## config.mk

```make
export PLATFORM = sky130hd
export DESIGN_NAME = frame_time_meter_flat
export DESIGN_NICKNAME = d
export VERILOG_FILES = /design/src/hw/rtl/ftm_pkg.sv /design/src/hw/rtl/ftm_in_if.sv /design/src/hw/rtl/ftm_out_if.sv /design/src/hw/rtl/ftm_div.sv /design/src/hw/rtl/frame_time_meter.sv /design/src/flat_wrapper.sv
export SDC_FILE = /design/constraint.sdc
export NUM_CORES = 2
export LEC_CHECK = 0
export BUFFER_PORTS_ARGS = -buffer_cell sky130_fd_sc_hd__buf_2
export CAP_MARGIN = 20
export CORE_ASPECT_RATIO = 0.9
export CORE_UTILIZATION = 55
export DETAILED_ROUTE_END_ITERATION = 8
export PLACE_DENSITY_LB_ADDON = 0.25
export RECOVER_POWER = 50
export SYNTH_ARGS = -nofsm -noshare
export SYNTH_HDL_FRONTEND = slang
export SYNTH_SLANG_ARGS = --single-unit
```

## constraint.sdc

```tcl
create_clock -name clk -period 11.45 [get_ports clk]
set_clock_uncertainty 0.2 [all_clocks]
set_input_delay 0 -clock clk [delete_from_list [all_inputs] [get_ports clk]]
set_output_delay 0 -clock clk [all_outputs]
set_load 0.01 [all_outputs]
```

## src/hw/rtl/ftm_pkg.sv

```systemverilog
`default_nettype none

package ftm_pkg;

  localparam int unsigned TS_W       = 48;
  localparam int unsigned TICK_W     = 32;
  localparam int unsigned RATE_W     = 16;
  localparam int unsigned FILL_OUT_W = 7;
  localparam int unsigned ACC_W      = TICK_W + 1;
  localparam int unsigned CFG_IDX_W  = 1;

  localparam logic [CFG_IDX_W-1:0] REG_TICKS_PER_SECOND = 1'b0;
  localparam logic [CFG_IDX_W-1:0] REG_MIN_FRAME_TICKS  = 1'b1;

  localparam logic [TICK_W-1:0] TICKS_PER_SECOND_RST = 32'd10000000;

  typedef enum logic [6:0] {
    ST_IDLE   = 7'b0000001,
    ST_DIFF   = 7'b0000010,
    ST_CHECK  = 7'b0000100,
    ST_UPDATE = 7'b0001000,
    ST_RATE   = 7'b0010000,
    ST_DIV    = 7'b0100000,
    ST_DONE   = 7'b1000000
  } state_t;

endpackage

`default_nettype wire

```

## src/hw/rtl/ftm_in_if.sv

```systemverilog
`default_nettype none

interface ftm_in_if;
  import ftm_pkg::*;

  logic              valid;
  logic              ready;
  logic [TS_W-1:0]   timestamp;

  modport source (output valid, output timestamp, input ready);
  modport sink   (input valid, input timestamp, output ready);
endinterface

`default_nettype wire

```

## src/hw/rtl/ftm_out_if.sv

```systemverilog
`default_nettype none

interface ftm_out_if;
  import ftm_pkg::*;

  logic                  valid;
  logic                  ready;
  logic [TICK_W-1:0]     frame_ticks;
  logic [TICK_W-1:0]     average_ticks;
  logic [RATE_W-1:0]     frame_rate;
  logic                  sample_taken;
  logic [FILL_OUT_W-1:0] window_fill;

  modport source (output valid, output frame_ticks, output average_ticks,
                  output frame_rate, output sample_taken, output window_fill,
                  input ready);
  modport sink   (input valid, input frame_ticks, input average_ticks,
                  input frame_rate, input sample_taken, input window_fill,
                  output ready);
endinterface

`default_nettype wire

```

## src/hw/rtl/ftm_div.sv

```systemverilog
`default_nettype none

module ftm_div #(
  parameter int unsigned NUM_W = 39,
  parameter int unsigned DEN_W = 7
) (
  input  wire logic             clk,
  input  wire logic             rst_n,
  input  wire logic             start_i,
  input  wire logic [NUM_W-1:0] num_i,
  input  wire logic [DEN_W-1:0] den_i,
  output logic                  done_o,
  output logic [NUM_W-1:0]      quo_o
);

  localparam int unsigned CNT_W = $clog2(NUM_W + 1);

  logic             busy_r;
  logic [CNT_W-1:0] cnt_r;
  logic [NUM_W-1:0] quo_r;
  logic [DEN_W-1:0] rem_r;
  logic [DEN_W-1:0] den_r;
  logic [DEN_W:0]   trial;
  logic [DEN_W:0]   diff;
  logic             fits;

  assign trial  = {rem_r, quo_r[NUM_W-1]};
  assign diff   = trial - {1'b0, den_r};
  assign fits   = trial >= {1'b0, den_r};
  assign done_o = busy_r && (cnt_r == '0);
  assign quo_o  = quo_r;

  always_ff @(posedge clk) begin
    if (!rst_n) begin
      busy_r <= 1'b0;
      cnt_r  <= '0;
    end else if (start_i) begin
      busy_r <= 1'b1;
      cnt_r  <= CNT_W'(NUM_W);
    end else if (busy_r) begin
      if (cnt_r == '0) begin
        busy_r <= 1'b0;
      end else begin
        cnt_r <= cnt_r - 1'b1;
      end
    end
  end

  always_ff @(posedge clk) begin
    if (start_i) begin
      quo_r <= num_i;
      rem_r <= '0;
      den_r <= den_i;
    end else if (busy_r && (cnt_r != '0)) begin
      quo_r <= {quo_r[NUM_W-2:0], fits};
      rem_r <= fits ? diff[DEN_W-1:0] : trial[DEN_W-1:0];
    end
  end

`ifndef ASSERT_OFF
  a_start_idle: assert property (@(posedge clk) disable iff (!rst_n)
    start_i |-> !busy_r)
    else $error("divider restarted while busy");
  a_done_once: assert property (@(posedge clk) disable iff (!rst_n)
    done_o |=> !busy_r)
    else $error("divider stayed busy after done");
  a_rem_bound: assert property (@(posedge clk) disable iff (!rst_n)
    (busy_r && den_r != '0) |-> rem_r < den_r)
    else $error("remainder not below divisor");
`endif

endmodule

`default_nettype wire

```

## src/hw/rtl/frame_time_meter.sv

```systemverilog
// a poll is taken only in idle, then runs diff, check, update, rate, divide and done states
// window mean: serial divide of the SUM_W = 32 + clog2(WINDOW_DEPTH + 1) bit sum by the fill
// a new poll waits until the last one leaves done, which waits for a free result register
// a first poll only records its stamp; a poll held by the frame lock returns to idle from check
// reset: synchronous active-low rst_n; window memory is not cleared,
// fill count gates every read so no clearing pass is needed
`default_nettype none

module frame_time_meter #(
  parameter int unsigned WINDOW_DEPTH = 64
) (
  input  wire logic                           clk,
  input  wire logic                           rst_n,
  input  wire logic                           cfg_we,
  input  wire logic [ftm_pkg::CFG_IDX_W-1:0]  cfg_index,
  input  wire logic [ftm_pkg::TICK_W-1:0]     cfg_wdata,
  ftm_in_if.sink                              in_chan,
  ftm_out_if.source                           out_chan
);
  import ftm_pkg::*;

  localparam int unsigned FILL_W = $clog2(WINDOW_DEPTH + 1);
  localparam int unsigned PTR_W  = (WINDOW_DEPTH > 1) ? $clog2(WINDOW_DEPTH) : 1;
  localparam int unsigned SUM_W  = TICK_W + FILL_W;

  state_t state_r, state_nxt;

  logic [TICK_W-1:0] tps_r;
  logic [TICK_W-1:0] min_r;

  logic [TS_W-1:0]   last_stamp_r;
  logic              started_r;
  logic [TS_W-1:0]   ts_r;
  logic [TICK_W-1:0] elapsed_r;
  logic [TICK_W-1:0] gap_r;
  logic [TICK_W-1:0] mean_r;
  logic [FILL_W-1:0] fill_r;
  logic [PTR_W-1:0]  ptr_r;
  logic [SUM_W-1:0]  sum_r;
  logic [RATE_W-1:0] frames_r;
  logic [ACC_W-1:0]  acc_r;
  logic [RATE_W-1:0] last_rate_r;
  logic              taken_r;

  logic [TICK_W-1:0] mem [WINDOW_DEPTH];
  logic [TICK_W-1:0] rd_r;

  logic              out_valid_r;
  logic [TICK_W-1:0] out_frame_r;
  logic [TICK_W-1:0] out_avg_r;
  logic [RATE_W-1:0] out_rate_r;
  logic              out_taken_r;
  logic [FILL_OUT_W-1:0] out_fill_r;

  logic [TS_W-1:0]   diff;
  logic              in_fire;
  logic              lock_pending;
  logic              taken;
  logic              full;
  logic [TICK_W-1:0] dropped;
  logic              mem_we;
  logic              div_start;
  logic              div_done;
  logic [SUM_W-1:0]  div_quo;
  logic              out_load;

  assign in_chan.ready = (state_r == ST_IDLE);
  assign in_fire       = in_chan.valid && in_chan.ready;
  assign diff          = ts_r - last_stamp_r;
  assign lock_pending  = (min_r != '0) && (elapsed_r < min_r);
  assign taken         = gap_r < tps_r;
  assign full          = (fill_r == FILL_W'(WINDOW_DEPTH));
  assign dropped       = full ? rd_r : '0;
  assign mem_we        = (state_r == ST_UPDATE) && taken;
  assign div_start     = (state_r == ST_RATE);
  assign out_load      = (state_r == ST_DONE) && (!out_valid_r || out_chan.ready);

  ftm_div #(
    .NUM_W (SUM_W),
    .DEN_W (FILL_W)
  ) u_div (
    .clk     (clk),
    .rst_n   (rst_n),
    .start_i (div_start),
    .num_i   (sum_r),
    .den_i   (fill_r),
    .done_o  (div_done),
    .quo_o   (div_quo)
  );

  always_comb begin
    state_nxt = state_r;
    unique case (state_r)
      ST_IDLE:   if (in_fire && started_r) state_nxt = ST_DIFF;
      ST_DIFF:   state_nxt = ST_CHECK;
      ST_CHECK:  state_nxt = lock_pending ? ST_IDLE : ST_UPDATE;
      ST_UPDATE: state_nxt = ST_RATE;
      ST_RATE:   state_nxt = ST_DIV;
      ST_DIV:    if (div_done) state_nxt = ST_DONE;
      ST_DONE:   if (out_load) state_nxt = ST_IDLE;
      default:   state_nxt = ST_IDLE;
    endcase
  end

  always_ff @(posedge clk) begin
    if (!rst_n) begin
      state_r <= ST_IDLE;
      tps_r   <= TICKS_PER_SECOND_RST;
      min_r   <= '0;
    end else begin
      state_r <= state_nxt;
      if (cfg_we) begin
        unique case (cfg_index)
          REG_TICKS_PER_SECOND: tps_r <= cfg_wdata;
          REG_MIN_FRAME_TICKS:  min_r <= cfg_wdata;
          default: ;
        endcase
      end
    end
  end

  // frame bookkeeping
  always_ff @(posedge clk) begin
    if (!rst_n) begin
      last_stamp_r <= '0;
      started_r    <= 1'b0;
      mean_r       <= '0;
      fill_r       <= '0;
      ptr_r        <= '0;
      sum_r        <= '0;
      frames_r     <= '0;
      acc_r        <= '0;
      last_rate_r  <= '0;
    end else begin
      if (in_fire && !started_r) begin
        last_stamp_r <= in_chan.timestamp;
        started_r    <= 1'b1;
      end
      if ((state_r == ST_CHECK) && !lock_pending) begin
        last_stamp_r <= ts_r;
      end
      if (state_r == ST_UPDATE) begin
        if (taken) begin
          ptr_r <= (ptr_r == PTR_W'(WINDOW_DEPTH - 1)) ? '0 : ptr_r + 1'b1;
          if (!full) begin
            fill_r <= fill_r + 1'b1;
          end
          sum_r <= sum_r + SUM_W'(elapsed_r) - SUM_W'(dropped);
        end
        if (frames_r != '1) begin
          frames_r <= frames_r + 1'b1;
        end
        acc_r <= acc_r + {1'b0, elapsed_r};
      end
      if ((state_r == ST_RATE) && (acc_r > {1'b0, tps_r})) begin
        last_rate_r <= frames_r;
        frames_r    <= '0;
        acc_r       <= '0;
      end
      if (state_r == ST_DIV && div_done) begin
        mean_r <= (fill_r == '0) ? '0 : div_quo[TICK_W-1:0];
      end
    end
  end

  always_ff @(posedge clk) begin
    if (in_fire) begin
      ts_r <= in_chan.timestamp;
    end
    if (state_r == ST_DIFF) begin
      elapsed_r <= (diff[TS_W-1:TICK_W] != '0) ? '1 : diff[TICK_W-1:0];
    end
    if (state_r == ST_CHECK) begin
      gap_r <= (elapsed_r >= mean_r) ? (elapsed_r - mean_r) : (mean_r - elapsed_r);
    end
    if (state_r == ST_UPDATE) begin
      taken_r <= taken;
    end
  end

  // sample window, oldest entry sits at the write pointer once full
  always_ff @(posedge clk) begin
    if (mem_we) begin
      mem[ptr_r] <= elapsed_r;
    end
    rd_r <= mem[ptr_r];
  end

  always_ff @(posedge clk) begin
    if (!rst_n) begin
      out_valid_r <= 1'b0;
    end else if (out_load) begin
      out_valid_r <= 1'b1;
    end else if (out_chan.ready) begin
      out_valid_r <= 1'b0;
    end
  end

  always_ff @(posedge clk) begin
    if (out_load) begin
      out_frame_r <= elapsed_r;
      out_avg_r   <= mean_r;
      out_rate_r  <= last_rate_r;
      out_taken_r <= taken_r;
      out_fill_r  <= FILL_OUT_W'(fill_r);
    end
  end

  assign out_chan.valid         = out_valid_r;
  assign out_chan.frame_ticks   = out_frame_r;
  assign out_chan.average_ticks = out_avg_r;
  assign out_chan.frame_rate    = out_rate_r;
  assign out_chan.sample_taken  = out_taken_r;
  assign out_chan.window_fill   = out_fill_r;

`ifndef ASSERT_OFF
  a_fill_bound: assert property (@(posedge clk) disable iff (!rst_n)
    fill_r <= FILL_W'(WINDOW_DEPTH))
    else $error("window fill beyond depth");
  a_out_from_done: assert property (@(posedge clk) disable iff (!rst_n)
    $rose(out_valid_r) |-> $past(state_r == ST_DONE))
    else $error("result word not from done state");
  a_div_in_state: assert property (@(posedge clk) disable iff (!rst_n)
    div_done |-> (state_r == ST_DIV))
    else $error("divider finished outside divide state");
  a_started_holds: assert property (@(posedge clk) disable iff (!rst_n)
    started_r |=> started_r)
    else $error("started flag dropped");
  a_acc_bound: assert property (@(posedge clk) disable iff (!rst_n)
    (state_r == ST_DIV) |-> (acc_r <= {1'b0, tps_r}))
    else $error("second accumulator not cleared on rollover");
`endif

endmodule

`default_nettype wire

```

## src/flat_wrapper.sv

```systemverilog
// flat-port wrapper written by rule: the top's interface ports become plain ports
module frame_time_meter_flat import ftm_pkg::*;
#(
  parameter int unsigned WINDOW_DEPTH = 64
)
  (clk, rst_n, cfg_we, cfg_index, cfg_wdata, in_chan_valid, in_chan_timestamp, in_chan_ready, out_chan_valid, out_chan_frame_ticks, out_chan_average_ticks, out_chan_frame_rate, out_chan_sample_taken, out_chan_window_fill, out_chan_ready);
  ftm_in_if in_chan_i ();
  ftm_out_if out_chan_i ();
  input  wire logic clk;
  input  wire logic rst_n;
  input  wire logic cfg_we;
  input  wire logic [ftm_pkg::CFG_IDX_W-1:0] cfg_index;
  input  wire logic [ftm_pkg::TICK_W-1:0] cfg_wdata;
  input wire logic [$bits(in_chan_i.valid)-1:0] in_chan_valid;
  input wire logic [$bits(in_chan_i.timestamp)-1:0] in_chan_timestamp;
  output wire logic [$bits(in_chan_i.ready)-1:0] in_chan_ready;
  output wire logic [$bits(out_chan_i.valid)-1:0] out_chan_valid;
  output wire logic [$bits(out_chan_i.frame_ticks)-1:0] out_chan_frame_ticks;
  output wire logic [$bits(out_chan_i.average_ticks)-1:0] out_chan_average_ticks;
  output wire logic [$bits(out_chan_i.frame_rate)-1:0] out_chan_frame_rate;
  output wire logic [$bits(out_chan_i.sample_taken)-1:0] out_chan_sample_taken;
  output wire logic [$bits(out_chan_i.window_fill)-1:0] out_chan_window_fill;
  input wire logic [$bits(out_chan_i.ready)-1:0] out_chan_ready;
  assign in_chan_i.valid = in_chan_valid;
  assign in_chan_i.timestamp = in_chan_timestamp;
  assign in_chan_ready = in_chan_i.ready;
  assign out_chan_valid = out_chan_i.valid;
  assign out_chan_frame_ticks = out_chan_i.frame_ticks;
  assign out_chan_average_ticks = out_chan_i.average_ticks;
  assign out_chan_frame_rate = out_chan_i.frame_rate;
  assign out_chan_sample_taken = out_chan_i.sample_taken;
  assign out_chan_window_fill = out_chan_i.window_fill;
  assign out_chan_i.ready = out_chan_ready;
  frame_time_meter #(.WINDOW_DEPTH(WINDOW_DEPTH)) u_core (.clk(clk), .rst_n(rst_n), .cfg_we(cfg_we), .cfg_index(cfg_index), .cfg_wdata(cfg_wdata), .in_chan(in_chan_i), .out_chan(out_chan_i));
endmodule
```

==> results.yml <==
drt:
  first_iter_violations: 9820
  vias_per_cell: 6.590
  drc: 0
  routedWlPerCell_um: 29.53
  vias: 69570
  drt_first_pass_iters: 8
  wl_mm: 311.7
  antenna_left: 0
synth:
  synth_edf_count: 2295
  synth-xor-area-share_pct: 1.277
  synth_compound_area_share_pct: 14.46
  synth.top_cells.by_area: "edfxtp_1 65%, dfxtp_1 5.9%, a22oi_1 4.5%, ha_1 3.4%, a21oi_1 2.0%"
  netlist_area_sq_um: 106300
  syn_area_per_cell_sq_um: 14.33
  synth.area.mux_share_pct: 0.8153
  synthCells: 7422
  yosys.area_share.simple_pct: 5.906
  synth-main-ff-cell: "edfxtp_1"
  ys_seq_elements: 2611
  yosysWarnings: 0
  seq_area_frac_synth_pct: 70.75
  async_flop_share_pct: 0
  yosys.area.top_type: "edfxtp_1"
  synth.distinct_cells: 85
  synth_top_area_share_pct: 64.80
  syn-num-nets: 7833
  synth_fa_ha_area_share_pct: 4.085
  synth_top_family_by_area: "compound AO/OA/AOI/OAI gates"
power:
  peakVddDrop_mv: 0.1641
  powerDensity_nw_per_um2: 165.0
  power_leakage_nw: 40.13
grt:
  grt_pass1_wl_mm: 447.6
  grt_max_degree: 100
  grt_pass1_vias: 66240
  track_usage_pct: 31.39
  grt_overflow_total: 0
  antenna_found_initial: 11
clocking:
  clockRootBuffer: "clkbuf_16"
  cts-htree-levels: 4
  cts_buffers: 237
  clock_path_buffers: 3
  clkTransAtPathRegs_ps: 70
  clk_latency_ps: 890
  cts_tree: "done"
  numClockSinks: 2611
  post_cts_buffers: 0
hold_path:
  hp-start: "cfg_index"
  hp-class: "input port to register"
timing:
  finalHoldViolations: 0
  fin_crit_sh_pct: 71.51
  drv_slew: 2543
  rsz0062_at_grt: "false"
  setup_viol: 0
  hold_ws_ps: 117.0
  tightest_slew_ps: 4705
  maxClockFrequency_mhz: 122.1
  slew_headroom_pct: -213.6
  period_needed_ps: 8187
  tns_ps: 0
setup_path:
  r2r_slack_ps: 3450
  r2r_start: "u_core.elapsed_r[18]$_SDFFCE_PP1P_"
  critPathCaptureType: "register"
  cp-startpoint: "rst_n"
  startpoint_type: "input port"
  crit_type: "input port to register"
  path_max_fanout: 73
  arrival_ps: 8800
  worstPathRequired_ps: 12060
final_layout:
  fill_cells: 13890
  layout_commonest_cell: "edfxtp_1"
  multi_input_area_sq_um: 28850
  syn2layout_area_growth_pct: 13.41
  drive_gt1_share_pct: 9.092
  seqCellArea_sq_um: 75240
  fin_nets: 8217
  final_cell_mix: "2,295 x edfxtp_1, 643 x a22oi_1, 422 x a21oi_1"
place:
  dpl.hpwl_mm: 181.0
  io_buffers: 175
  finalWeightedCongestion: 0.9298
die:
  die_w_um: 465.5
  rows: 152
  dieArea_sq_um: 195100
  io-pin-count: 176
  initial_core_util_pct: 55.59
  core_sq_um: 191300
  die_y_um: 419.2
run_status:
  violations: "max-capacitance violations, max-slew violations"
  outcome: "complete, but fails checks"
run:
  cap_violations: 56
cell type report:
cell class	instances	area share [%]
inverters	331	1.031
repair buffers	574	3.503
well taps	2541	2.636
flip-flops and latches	2611	62.39
clock inverters	138	1.260
clock buffers	302	5.247
multi-input cells	4051	23.92
diodes	9	0.01867
Yosys cell counts, types with 7 or more instances:
cell type / count
o21ai_0: 114
or3_1: 21
o31ai_1: 15
a21oi_1: 423
and3_1: 21
a22o_1: 193
inv_1: 327
a22oi_1: 643
nor2_1: 337
fa_1: 37
buf_1: 56
nor3b_1: 7
a21o_1: 134
nor3_1: 44
edfxtp_1: 2295
nand4_2: 20
nand2b_1: 30
o211ai_1: 23
a31oi_1: 197
o21ai_1: 39
nor4_1: 40
and4_1: 9
nand4_1: 134
and2_1: 45
o21bai_1: 21
mux2i_1: 81
a221oi_1: 197
or2_2: 7
ha_1: 288
xnor2_1: 84
o21a_1: 31
a211oi_1: 89
dfxtp_1: 316
xor2_1: 71
nor2b_1: 35
nand3_1: 118
nand2_1: 401
clkbuf_1: 368
layer usage:
layer,up-vias,global-route usage [%],share of wire [%]
met4,6,11.11,3.9
met5,-,0,0.013
met1,34750,45.17,40
met3,602,8.112,12
li1,29890,-,-
met2,4324,46.31,43
through the flow:
step / instance area [sq um] / cells / setup WS [ps] / total power, W / utilization [%]
after floorplan: 106300 / 7422 / 5805 / 0.01159 / -
after global placement: 111100 / 9914 / 5947 / 0.01196 / 58.05
after detailed placement: 111100 / 9915 / 5910 / 0.01198 / 58.06
after CTS: 120800 / 10540 / 5893 / 0.01989 / 63.13
after global routing: 120600 / 10550 / 3076 / 0.02042 / 63.03
final: 120600 / 10560 / 3263 / 0.01990 / 63.04
power breakdown:
group	switching (W)	internal, W	leakage (nW)
registers	0.0000634	0.0104	23.0
clock network	0.00355	0.00447	3.79
logic	0.000911	0.000503	13.3
registers in the layout, summed over array words and instances (netlist names), 33 cells and up:
name and cells:
u_core.acc_r 33, u_core.last_stamp_r 48, u_core.mem 2048, u_core.sum_r 39
u_core.ts_r 48, u_core.u_div.quo_o 39
final timing paths:
check                           depth (start not counted)                                  endpoint
worst min-delay path                                    5             u_core.min_r[29]$_SDFFE_PN0P_
worst min register to register                          0  u_core.out_chan.frame_rate[12]$_DFFE_PP_
worst max register to register                         16             u_core.sum_r[38]$_SDFFE_PN0P_
worst max-delay path                                   10             u_core.sum_r[37]$_SDFFE_PN0P_
critical path, cell delays in order:
cell	delay (ps)
dlygate4sd3_1	530
buf_2	110
dlygate4sd3_1	580
clkbuf_1	1380
clkinvlp_2	2670
clkbuf_1	1780
buf_4	920
nor4b_1	410
mux2i_1	130
nand2_1	80
what timing repair did:
item	in CTS	in global routing
setup endpoints to repair	0	0
hold buffers	185	0
hold endpoints to repair	270	0
resized for setup	0	0
logic make-up after synthesis:
group,count (synthesis)
flops,2611
compound gates,2190
simple gates,1295
buf+inv,760
fa+ha+maj,325
xor+xnor,155
mux,86
Note: power is estimated with default switching activity, not from simulation.
